==> config.mk <==
export PLATFORM = sky130hd
export DESIGN_NAME = fli_pixel_write_generator_flat
export DESIGN_NICKNAME = d
export VERILOG_FILES = /design/src/rtl/fpwg_pkg.sv /design/src/rtl/fpwg_if.sv /design/src/rtl/fpwg_front.sv /design/src/rtl/fpwg_queue.sv /design/src/rtl/fpwg_back.sv /design/src/rtl/fli_pixel_write_generator.sv /design/src/flat_wrapper.sv
export SDC_FILE = /design/constraint.sdc
export NUM_CORES = 1
export LEC_CHECK = 0
export ABC_AREA = 1
export BUFFER_PORTS_ARGS = -buffer_cell sky130_fd_sc_hd__buf_2
export CORE_ASPECT_RATIO = 1.1
export CORE_MARGIN = 8
export CORE_UTILIZATION = 41
export CTS_BUF_LIST = sky130_fd_sc_hd__clkbuf_16
export CTS_CLUSTER_SIZE = 24
export DETAILED_ROUTE_END_ITERATION = 16
export HOLD_SLACK_MARGIN = 0.06
export PLACE_DENSITY = 0.7
export SLEW_MARGIN = 20
export SYNTH_ARGS = -nofsm -noshare
export SYNTH_HDL_FRONTEND = slang
export SYNTH_SLANG_ARGS = --single-unit
==> constraint.sdc <==
create_clock -name clk -period 6.5 [get_ports clk]
set_input_delay 1.3 -clock clk [delete_from_list [all_inputs] [get_ports clk]]
set_output_delay 1.3 -clock clk [all_outputs]
set_load 0.02 [all_outputs]
==> src/rtl/fpwg_pkg.sv <==
// Shared types, codes and constants of the interlaced multicolour pixel write generator.
// Used by the front end, the descriptor queue, the write sequencer and the top level.
// Depends on nothing.
package fpwg_pkg;

  // Request command codes
  localparam logic [2:0] CMD_BITMAP      = 3'd0;
  localparam logic [2:0] CMD_PIXEL       = 3'd1;
  localparam logic [2:0] CMD_BLOCK_BMP   = 3'd2;
  localparam logic [2:0] CMD_BLOCK_ATTR  = 3'd3;
  localparam logic [2:0] CMD_PAR_ATTR    = 3'd4;
  localparam logic [2:0] CMD_PAR_BMP     = 3'd5;

  // Colour slot codes
  localparam logic [1:0] SLOT_MC1 = 2'd0;
  localparam logic [1:0] SLOT_BG  = 2'd1;
  localparam logic [1:0] SLOT_FG  = 2'd2;
  localparam logic [1:0] SLOT_MC2 = 2'd3;

  // Address map constants
  localparam logic [15:0] BITMAP_BASE_LO = 16'h4000;
  localparam logic [15:0] BITMAP_BASE_HI = 16'h6000;
  localparam logic [15:0] LINE_STRIDE    = 16'd312;
  localparam logic [15:0] REG_BASE       = 16'h1066;
  localparam logic [15:0] REG_BASE_MID   = 16'h1062;
  localparam logic [15:0] REG_STRIDE     = 16'd17;
  localparam logic [15:0] COLOUR_OFFSET  = 16'h0400;
  localparam logic [15:0] ROW_STRIDE     = 16'd40;

  localparam logic [15:0] LUM_BASE_A [4] = '{16'h2800, 16'h3000, 16'h3800, 16'h9000};
  localparam logic [15:0] LUM_BASE_B [4] = '{16'h9800, 16'h7000, 16'h8000, 16'h8800};

  // Shape of a request as seen by the sequencer
  typedef enum logic [1:0] {
    KIND_BITMAP     = 2'd0,
    KIND_PIXEL      = 2'd1,
    KIND_BLOCK_BMP  = 2'd2,
    KIND_BLOCK_ATTR = 2'd3
  } kind_t;

  // Kind of one write
  typedef enum logic [1:0] {
    OP_BITMAP = 2'd0,
    OP_FULL   = 2'd1,
    OP_HUE    = 2'd2,
    OP_LUM    = 2'd3
  } op_t;

  typedef struct packed {
    kind_t       kind;
    logic        wide;    // slot split over hue and luminance bytes
    logic [8:0]  bx;
    logic [8:0]  by;
    logic [7:0]  colour;
    logic [1:0]  slot;
  } desc_t;

  typedef struct packed {
    op_t  op;
    logic dx;
    logic dy;
    logic last;
  } step_t;

  // Write number step of a request of the given shape.
  function automatic step_t step_decode(kind_t kind, logic wide, logic [2:0] step);
    step_t      st;
    logic [1:0] sub;
    st  = '{op: OP_BITMAP, dx: 1'b0, dy: 1'b0, last: 1'b0};
    sub = 2'd0;
    unique case (kind)
      KIND_BITMAP: begin
        st.last = 1'b1;
      end
      KIND_PIXEL: begin
        if (step == 3'd1) begin
          st.op   = wide ? OP_HUE : OP_FULL;
          st.last = !wide;
        end else if (step != 3'd0) begin
          st.op   = OP_LUM;
          st.last = 1'b1;
        end
      end
      KIND_BLOCK_BMP: begin
        st.dx   = step[0];
        st.dy   = step[1];
        st.last = (step[1:0] == 2'd3);
      end
      KIND_BLOCK_ATTR: begin
        if (wide) begin
          // Four writes per line: bitmap, hue, luminance, right-hand bitmap.
          st.dy   = step[2];
          st.last = (step == 3'd7);
          case (step[1:0])
            2'd0:    st.op = OP_BITMAP;
            2'd1:    st.op = OP_HUE;
            2'd2:    st.op = OP_LUM;
            default: st.dx = 1'b1;
          endcase
        end else begin
          // Three writes per line: bitmap, colour register, right-hand bitmap.
          st.dy   = (step >= 3'd3);
          sub     = st.dy ? 2'(step - 3'd3) : step[1:0];
          st.last = (step == 3'd5);
          case (sub)
            2'd0:    st.op = OP_BITMAP;
            2'd1:    st.op = OP_FULL;
            default: st.dx = 1'b1;
          endcase
        end
      end
      default: st.last = 1'b1;
    endcase
    return st;
  endfunction

endpackage

==> src/rtl/fpwg_if.sv <==
// Valid/ready channel interfaces for plot requests and masked byte writes.
// Depends on nothing; the payload widths are those of the request and write fields.
interface fpwg_req_if;
  logic       valid;
  logic       ready;
  logic [2:0] cmd;
  logic [7:0] pos_x;
  logic [7:0] pos_y;
  logic [7:0] colour;
  logic [1:0] slot;

  modport source (output valid, cmd, pos_x, pos_y, colour, slot, input ready);
  modport sink   (input valid, cmd, pos_x, pos_y, colour, slot, output ready);
endinterface

interface fpwg_wr_if;
  logic        valid;
  logic        ready;
  logic [15:0] write_address;
  logic [7:0]  write_data;
  logic [7:0]  write_mask;
  logic        last_write;

  modport source (output valid, write_address, write_data, write_mask, last_write,
                  input ready);
  modport sink   (input valid, write_address, write_data, write_mask, last_write,
                  output ready);
endinterface

==> src/rtl/fpwg_front.sv <==
// Request front end: accepts plot requests and turns them into sequencer descriptors.
// Depends on fpwg_pkg and fpwg_req_if.
module fpwg_front (
  fpwg_req_if.sink        req,
  output logic            push,
  output fpwg_pkg::desc_t push_desc,
  input  logic            push_ready
);

  logic       known;
  logic [1:0] par_slot;
  logic       block;

  // The parity forms take foreground on even columns and background on odd ones.
  assign par_slot = req.pos_x[0] ? fpwg_pkg::SLOT_BG : fpwg_pkg::SLOT_FG;

  always_comb begin
    known          = 1'b1;
    push_desc.kind = fpwg_pkg::KIND_BITMAP;
    push_desc.slot = req.slot;
    unique case (req.cmd)
      fpwg_pkg::CMD_BITMAP:     push_desc.kind = fpwg_pkg::KIND_BITMAP;
      fpwg_pkg::CMD_PIXEL:      push_desc.kind = fpwg_pkg::KIND_PIXEL;
      fpwg_pkg::CMD_BLOCK_BMP:  push_desc.kind = fpwg_pkg::KIND_BLOCK_BMP;
      fpwg_pkg::CMD_BLOCK_ATTR: push_desc.kind = fpwg_pkg::KIND_BLOCK_ATTR;
      fpwg_pkg::CMD_PAR_ATTR: begin
        push_desc.kind = fpwg_pkg::KIND_BLOCK_ATTR;
        push_desc.slot = par_slot;
      end
      fpwg_pkg::CMD_PAR_BMP: begin
        push_desc.kind = fpwg_pkg::KIND_BLOCK_BMP;
        push_desc.slot = par_slot;
      end
      default: known = 1'b0;
    endcase

    block = (push_desc.kind == fpwg_pkg::KIND_BLOCK_BMP) ||
            (push_desc.kind == fpwg_pkg::KIND_BLOCK_ATTR);

    push_desc.wide   = (push_desc.slot == fpwg_pkg::SLOT_BG) ||
                       (push_desc.slot == fpwg_pkg::SLOT_FG);
    push_desc.bx     = block ? {req.pos_x, 1'b0} : {1'b0, req.pos_x};
    push_desc.by     = block ? {req.pos_y, 1'b0} : {1'b0, req.pos_y};
    push_desc.colour = req.colour;
  end

  // Unused commands are taken and dropped without reaching the queue.
  assign req.ready = push_ready;
  assign push      = req.valid && push_ready && known;

endmodule

==> src/rtl/fpwg_queue.sv <==
// Two-entry descriptor queue between the front end and the write sequencer.
// Depends on fpwg_pkg.
module fpwg_queue (
  input  logic            clk,
  input  logic            rst,
  input  logic            push,
  input  fpwg_pkg::desc_t push_desc,
  output logic            push_ready,
  output logic            head_valid,
  output fpwg_pkg::desc_t head,
  input  logic            pop
);

  fpwg_pkg::desc_t entries [2];
  logic            wr_ptr;
  logic            rd_ptr;
  logic [1:0]      count;

  assign push_ready = (count != 2'd2);
  assign head_valid = (count != 2'd0);
  assign head       = entries[rd_ptr];

  always_ff @(posedge clk) begin
    if (push) begin
      entries[wr_ptr] <= push_desc;
    end
  end

  always_ff @(posedge clk) begin
    if (rst) begin
      wr_ptr <= 1'b0;
      rd_ptr <= 1'b0;
      count  <= 2'd0;
    end else begin
      if (push) begin
        wr_ptr <= !wr_ptr;
      end
      if (pop) begin
        rd_ptr <= !rd_ptr;
      end
      if (push && !pop) begin
        count <= count + 2'd1;
      end else if (pop && !push) begin
        count <= count - 2'd1;
      end
    end
  end

endmodule

==> src/rtl/fpwg_back.sv <==
// Write sequencer: steps through the writes of the head descriptor, one per cycle while
// the receiver is ready, and computes each address, data and mask into the output register.
// Depends on fpwg_pkg and fpwg_wr_if.
module fpwg_back (
  input  logic            clk,
  input  logic            rst,
  input  logic            head_valid,
  input  fpwg_pkg::desc_t head,
  output logic            pop,
  fpwg_wr_if.source       wr
);

  logic [2:0]      step;
  fpwg_pkg::step_t st;
  logic            load;

  logic [8:0]  px;
  logic [8:0]  py;
  logic [5:0]  row;
  logic        lower_band;
  logic        z;
  logic [15:0] bm_addr;
  logic [15:0] p;
  logic [15:0] full_addr;
  logic [15:0] q;
  logic [15:0] lum_base;
  logic [15:0] next_addr;
  logic [7:0]  next_data;
  logic [7:0]  next_mask;

  logic        wr_valid;
  logic [15:0] wr_addr;
  logic [7:0]  wr_data;
  logic [7:0]  wr_mask;
  logic        wr_last;

  assign st   = fpwg_pkg::step_decode(head.kind, head.wide, step);
  assign load = head_valid && (!wr_valid || wr.ready);
  assign pop  = load && st.last;

  assign px  = head.bx | {8'd0, st.dx};
  assign py  = head.by | {8'd0, st.dy};
  assign row = py[8:3];

  // Lines 192 to 207 sit in a second bank, the last eight only left of column 96.
  assign lower_band = (py >= 9'd192) && ((py < 9'd200) || ((py < 9'd208) && (px < 9'd96)));

  // The column byte offset only takes the low eight bits of the column.
  assign bm_addr = (lower_band ? fpwg_pkg::BITMAP_BASE_HI : fpwg_pkg::BITMAP_BASE_LO)
                   + 16'(row) * fpwg_pkg::LINE_STRIDE
                   + {7'd0, px[7:2], 3'b000} + {7'd0, py};

  assign z = (head.slot == fpwg_pkg::SLOT_MC2);
  assign p = fpwg_pkg::REG_BASE + 16'(py) * fpwg_pkg::REG_STRIDE + (z ? 16'd5 : 16'd0);

  always_comb begin
    if (!py[0]) begin
      if (py < 9'd192) begin
        full_addr = p;
      end else if (py == 9'd192) begin
        full_addr = fpwg_pkg::REG_BASE_MID + (z ? 16'd2 : 16'd0);
      end else begin
        full_addr = p + 16'd2;
      end
    end else begin
      full_addr = (py < 9'd193) ? p - 16'd3 : p - 16'd1;
    end
  end

  assign q = 16'(row) * fpwg_pkg::ROW_STRIDE + {9'd0, px[8:2]};

  always_comb begin
    if (py < 9'd192) begin
      lum_base = fpwg_pkg::LUM_BASE_A[py[2:1]];
    end else if (lower_band) begin
      lum_base = fpwg_pkg::LUM_BASE_B[py[2:1]];
    end else begin
      lum_base = fpwg_pkg::LUM_BASE_B[py[2:1]] - fpwg_pkg::COLOUR_OFFSET;
    end
  end

  always_comb begin
    next_addr = bm_addr;
    next_data = 8'd0;
    next_mask = 8'd0;
    case (st.op)
      fpwg_pkg::OP_BITMAP: begin
        next_mask = 8'h03 << {~px[1:0], 1'b0};
        next_data = {6'd0, head.slot} << {~px[1:0], 1'b0};
      end
      fpwg_pkg::OP_FULL: begin
        next_addr = full_addr;
        next_data = head.colour;
        next_mask = 8'hFF;
      end
      fpwg_pkg::OP_HUE: begin
        next_addr = lum_base + q + fpwg_pkg::COLOUR_OFFSET;
        if (head.slot == fpwg_pkg::SLOT_FG) begin
          next_data = {4'd0, head.colour[3:0]};
          next_mask = 8'h0F;
        end else begin
          next_data = {head.colour[3:0], 4'd0};
          next_mask = 8'hF0;
        end
      end
      default: begin
        next_addr = lum_base + q;
        if (head.slot == fpwg_pkg::SLOT_FG) begin
          next_data = {head.colour[7:4], 4'd0};
          next_mask = 8'hF0;
        end else begin
          next_data = {4'd0, head.colour[7:4]};
          next_mask = 8'h0F;
        end
      end
    endcase
  end

  always_ff @(posedge clk) begin
    if (rst) begin
      step     <= 3'd0;
      wr_valid <= 1'b0;
    end else begin
      if (load) begin
        step     <= st.last ? 3'd0 : step + 3'd1;
        wr_valid <= 1'b1;
      end else if (wr.ready) begin
        wr_valid <= 1'b0;
      end
    end
  end

  always_ff @(posedge clk) begin
    if (load) begin
      wr_addr <= next_addr;
      wr_data <= next_data;
      wr_mask <= next_mask;
      wr_last <= st.last;
    end
  end

  assign wr.valid         = wr_valid;
  assign wr.write_address = wr_addr;
  assign wr.write_data    = wr_data;
  assign wr.write_mask    = wr_mask;
  assign wr.last_write    = wr_last;

  // A request part-way through its writes must still be at the head of the queue.
  a_step_has_head: assert property (@(posedge clk) disable iff (rst)
    (step != 3'd0) |-> head_valid)
    else $error("write sequence in progress without a queued request");

  a_data_in_mask: assert property (@(posedge clk) disable iff (rst)
    wr_valid |-> ((wr_data & ~wr_mask) == 8'h00))
    else $error("write data outside its mask");

  a_mask_set: assert property (@(posedge clk) disable iff (rst)
    wr_valid |-> (wr_mask != 8'h00))
    else $error("write with an empty mask");

  a_pop_flags_last: assert property (@(posedge clk) disable iff (rst)
    pop |=> (wr_valid && wr_last))
    else $error("request retired without a flagged final write");

endmodule

==> src/rtl/fli_pixel_write_generator.sv <==
// Top level of the interlaced multicolour pixel write generator.
// Depends on fpwg_pkg, fpwg_if, fpwg_front, fpwg_queue and fpwg_back.
//
// Usage: plot requests arrive on the req channel, one beat per request, and the
// masked byte writes leave on the wr channel, one beat per write, in order, with
// last_write set on the final beat of each request. Writes go to a 64 KiB image
// kept elsewhere; the block keeps no image state.
// A request yields 1 write (bitmap pixel), 2 or 3 (pixel with attributes),
// 4 (2x2 bitmap forms), 6 or 8 (2x2 attribute forms). Unused commands are taken
// and yield nothing.
// The first write of a request passes through the descriptor queue and then the
// output register before it is presented on wr. The output register issues one
// write per cycle while the receiver holds ready high; the sequencer step counter
// moving through the writes of a request sets the rate.
// A two-entry descriptor queue sits between the front end and the sequencer, so
// requests keep being taken while writes are still leaving.
// When the receiver holds ready low, the current write stays on wr, the sequencer
// stops, and req stops once the queue is full. Reset (rst, synchronous) empties the
// queue and drops any write in flight.
module fli_pixel_write_generator (
  input  logic      clk,
  input  logic      rst,
  fpwg_req_if.sink  req,
  fpwg_wr_if.source wr
);

  logic            push;
  logic            push_ready;
  fpwg_pkg::desc_t push_desc;
  logic            head_valid;
  fpwg_pkg::desc_t head;
  logic            pop;

  fpwg_front u_front (
    .req        (req),
    .push       (push),
    .push_desc  (push_desc),
    .push_ready (push_ready)
  );

  fpwg_queue u_queue (
    .clk        (clk),
    .rst        (rst),
    .push       (push),
    .push_desc  (push_desc),
    .push_ready (push_ready),
    .head_valid (head_valid),
    .head       (head),
    .pop        (pop)
  );

  fpwg_back u_back (
    .clk        (clk),
    .rst        (rst),
    .head_valid (head_valid),
    .head       (head),
    .pop        (pop),
    .wr         (wr)
  );

endmodule
==> src/flat_wrapper.sv <==
// flat-port wrapper written by rule: the top's interface ports become plain ports
module fli_pixel_write_generator_flat 
  (clk, rst, req_valid, req_cmd, req_pos_x, req_pos_y, req_colour, req_slot, req_ready, wr_valid, wr_write_address, wr_write_data, wr_write_mask, wr_last_write, wr_ready);
  fpwg_req_if req_i ();
  fpwg_wr_if wr_i ();
  input  logic clk;
  input  logic rst;
  input wire logic [$bits(req_i.valid)-1:0] req_valid;
  input wire logic [$bits(req_i.cmd)-1:0] req_cmd;
  input wire logic [$bits(req_i.pos_x)-1:0] req_pos_x;
  input wire logic [$bits(req_i.pos_y)-1:0] req_pos_y;
  input wire logic [$bits(req_i.colour)-1:0] req_colour;
  input wire logic [$bits(req_i.slot)-1:0] req_slot;
  output wire logic [$bits(req_i.ready)-1:0] req_ready;
  output wire logic [$bits(wr_i.valid)-1:0] wr_valid;
  output wire logic [$bits(wr_i.write_address)-1:0] wr_write_address;
  output wire logic [$bits(wr_i.write_data)-1:0] wr_write_data;
  output wire logic [$bits(wr_i.write_mask)-1:0] wr_write_mask;
  output wire logic [$bits(wr_i.last_write)-1:0] wr_last_write;
  input wire logic [$bits(wr_i.ready)-1:0] wr_ready;
  assign req_i.valid = req_valid;
  assign req_i.cmd = req_cmd;
  assign req_i.pos_x = req_pos_x;
  assign req_i.pos_y = req_pos_y;
  assign req_i.colour = req_colour;
  assign req_i.slot = req_slot;
  assign req_ready = req_i.ready;
  assign wr_valid = wr_i.valid;
  assign wr_write_address = wr_i.write_address;
  assign wr_write_data = wr_i.write_data;
  assign wr_write_mask = wr_i.write_mask;
  assign wr_last_write = wr_i.last_write;
  assign wr_i.ready = wr_ready;
  fli_pixel_write_generator u_core (.clk(clk), .rst(rst), .req(req_i), .wr(wr_i));
endmodule
==> summary.txt <==
Yosys
  – Yosys cell types: 51
  – Seq/Total Area, Yosys: 0.341
  – Gate Count Post-Synth: 1,073
  – Ys async rst share: 0
  – Area leader, netlist: edfxtp_1
  – Commonest cells in the netlist: 269 x nand2_1, 175 x inv_1, 91 x edfxtp_1
  – #FFs+latches synth: 100
  – Synth area leaders: edfxtp_1 32%, ha_1 12%, nand2_1 12%
  – Synth Flop Type: edfxtp_1
  – Syn Nets: 1,206
  – Yosys warns: 0
  – Most frequent cell after synthesis: nand2_1
  – Share of the synthesized area in the top cell type: 0.320
  – Post-synth EDFFs: between 90 and 100
  – Synth Cell Area: 8540 um^2
  – Mean Syn Cell Area: 7.96 um^2

Route
  – Overall via count from detail_route: about 7,400
  – Overall routed net length: 21.7 mm
  – Drt initial violations: around 660
  – # DRC: 0
  – Routed Antenna Nets: 0
  – Wire per inst: 15.4 um
  – Vias/cell: 5.29
  – DR pass1 iterations: 5

Flow run
  – Max-Cap Viols: 0

Floorplanning
  – Placement row count: 55
  – Core area: roughly 21,000 um^2
  – Die Y: 167 um
  – Die area: between 20,000 and 30,000 um^2
  – Initial cell density of the core: 0.417
  – Die Width: 154 um
  – Io pins: slightly below 70

Timing
  – Slew margin rel.: 0.371
  – Min cycle time layout: 5.46 ns
  – Fin Setup TNS: 0 ns
  – Endpoints failing setup: 0
  – Final max-slew violation count: 0
  – RSZ-0062 raised after global routing: no
  – Fmax: 183 MHz
  – Skew final: 0.00880 ns
  – Final period util: 0.841
  – Worst Tran Pin Value: 0.941 ns
  – Final Hold Viols: 0

Setup path
  – Startpoint Class: flop
  – CP Data Required Time: 6.55 ns
  – Max FO, Critical Path: 37
  – Worst setup path category: reg2reg
  – Critical Path Sink Type: flop
  – Arr. time, crit path: around 5.5 ns

Clock network
  – CTS clk-pin slew, worst paths: 0.07 ns
  – Hold buffers post-CTS: 0
  – CTS tree: yes
  – Post-CTS Setup Bufs: 0
  – Clock Sinks: 100
  – TritonCTS buffer count: 9
  – Worst skew pair latency: 0.35 ns
  – # resized after CTS: 0
  – Max clock buf depth: 2
  – H-Tree Depth: 3
  – Clock Root Buffer: clkbuf_16

Outcome
  – Run status: completed

Place
  – HPWL Detailed: between 15 and 20 mm
  – IO Port Bufs: 67
  – Routability cong.: 0.963

Cells and area
  – Final net count: 1,275
  – Layout Utilization: 0.459
  – Share of cells above drive strength 1: 0.135
  – Synth-to-layout area growth: 10.3%
  – # diodes: 0

GRT
  – Antenna violations before repair: 0
  – Total GRT Usage: 0.170
  – Largest net degree at the start of global routing: 38
  – First-pass GRT wire length: 35.7 mm
  – Vias in the first global route: 7,028
  – Overflow after GRT: 0

Worst hold path
  – Worst hold-check path type: reg2reg
==> kinds of logic after synthesis <==
logic type / Yosys count / synth area share
xor+xnor: 32 / 0.0337
fa+ha+maj: 100 / 0.163
mux: 6 / 0.00703
simple gates: 502 / 0.263
flops: 100 / 0.341
buf+inv: 202 / 0.0961
compound gates: 131 / 0.0961
==> through the flow <==
step                setup slack [ns]  cell area (um^2)  hold slack (ns)  std cells
detailed placement              1.14              9150            0.473       1387
global placement                1.24              9150            0.459       1387
global route                   0.486              9420            0.542       1403
CTS                             1.13              9420            0.484       1403
floorplan                       1.22              8540            0.447       1073
finish                          1.04              9420            0.484       1403
==> cell usage in the layout, fill, tap and decap left out, types with 2 or more instances in the layout <==
| cell type | instances |
|---|---|
| or2_2 | 5 |
| inv_1 | 177 |
| o21ai_1 | 8 |
| a31oi_1 | 3 |
| and3_1 | 2 |
| o221ai_1 | 10 |
| edfxtp_1 | 91 |
| mux2i_1 | 6 |
| nor2_2 | 10 |
| o21ai_2 | 4 |
| buf_2 | 67 |
| nor2_1 | 67 |
| o211ai_1 | 10 |
| o2111ai_1 | 2 |
| nand3b_1 | 6 |
| inv_2 | 10 |
| nand4_1 | 29 |
| nand2_2 | 16 |
| o21bai_1 | 2 |
| nand2_1 | 269 |
| xor2_1 | 25 |
| nor2_4 | 2 |
| a21oi_1 | 35 |
| fa_1 | 19 |
| nor3_2 | 6 |
| dfxtp_1 | 9 |
| ha_1 | 81 |
| o21a_1 | 2 |
| nand3_2 | 3 |
| a21oi_2 | 5 |
| nand3_1 | 77 |
| nor3_1 | 7 |
| clkbuf_16 | 9 |
| o21ai_0 | 40 |
| buf_4 | 7 |
| a211oi_1 | 2 |
| xnor2_1 | 6 |
| inv_6 | 3 |
==> worst paths after layout <==
kind / start / endpoint / slack [ns] / cells after the start
max: flop / u_core.u_back.wr.write_address[6] / 1.04 / 17
min: u_core.u_queue.rd_ptr / u_core.u_queue.rd_ptr / 0.48 / 2
max reg2reg: flop / u_core.u_back.wr.write_address[6] / 1.04 / 17
min reg2reg: u_core.u_queue.rd_ptr / u_core.u_queue.rd_ptr / 0.48 / 2
==> state kept, by name, indices dropped and copies added, names as in the netlist, named ones only <==
| register | flops |
|---|---|
| u_core.u_queue.entries | 62 |
| u_core.u_queue.rd_ptr | 1 |
| u_core.u_back.wr.write_data | 8 |
| u_core.u_queue.count | 2 |
| u_core.u_back.wr.write_address | 16 |
| u_core.u_back.wr.last_write | 1 |
| u_core.u_back.wr.valid | 1 |
| u_core.u_queue.wr_ptr | 1 |
| u_core.u_back.step | 3 |
| u_core.u_back.wr.write_mask | 4 |
==> critical path, stage by stage, from the launching register on <==
cell and delay, ns:
dfxtp_1 0.32, buf_4 0.26, o21ai_0 0.73, nor2_1 0.26, ha_1 0.37, ha_1 0.20
fa_1 0.51, fa_1 0.65, inv_1 0.11, fa_1 0.47, nand2_1 0.12, nor2_1 0.10
nand2_1 0.11, nand2_1 0.05, o21ai_0 0.10, xor2_1 0.12, o21ai_0 0.44, nand3_1 0.22
==> metal layers <==
metal  track usage  vias to the layer above  routed length, um
met3        0.0263                       31               1370
li1              -                     3681                  -
met1         0.228                     3433               9730
met2         0.279                      271              10200
met4        0.0478                        0                381
met5             0                        -                  0
==> layout make-up <==
type                            count  area, um^2
Clock buffer                        9         225
Timing Repair Buffer               74         388
Fill cell                        2011       11100
Inverter                          186         701
Tap cell                          256         320
Clock inverter                      7        50.0
Sequential cell                   100        2910
Multi-Input combinational cell    771        4820
Power is not shown: default switching activity piles up to over one toggle a cycle in this logic, so the estimate is an artifact.
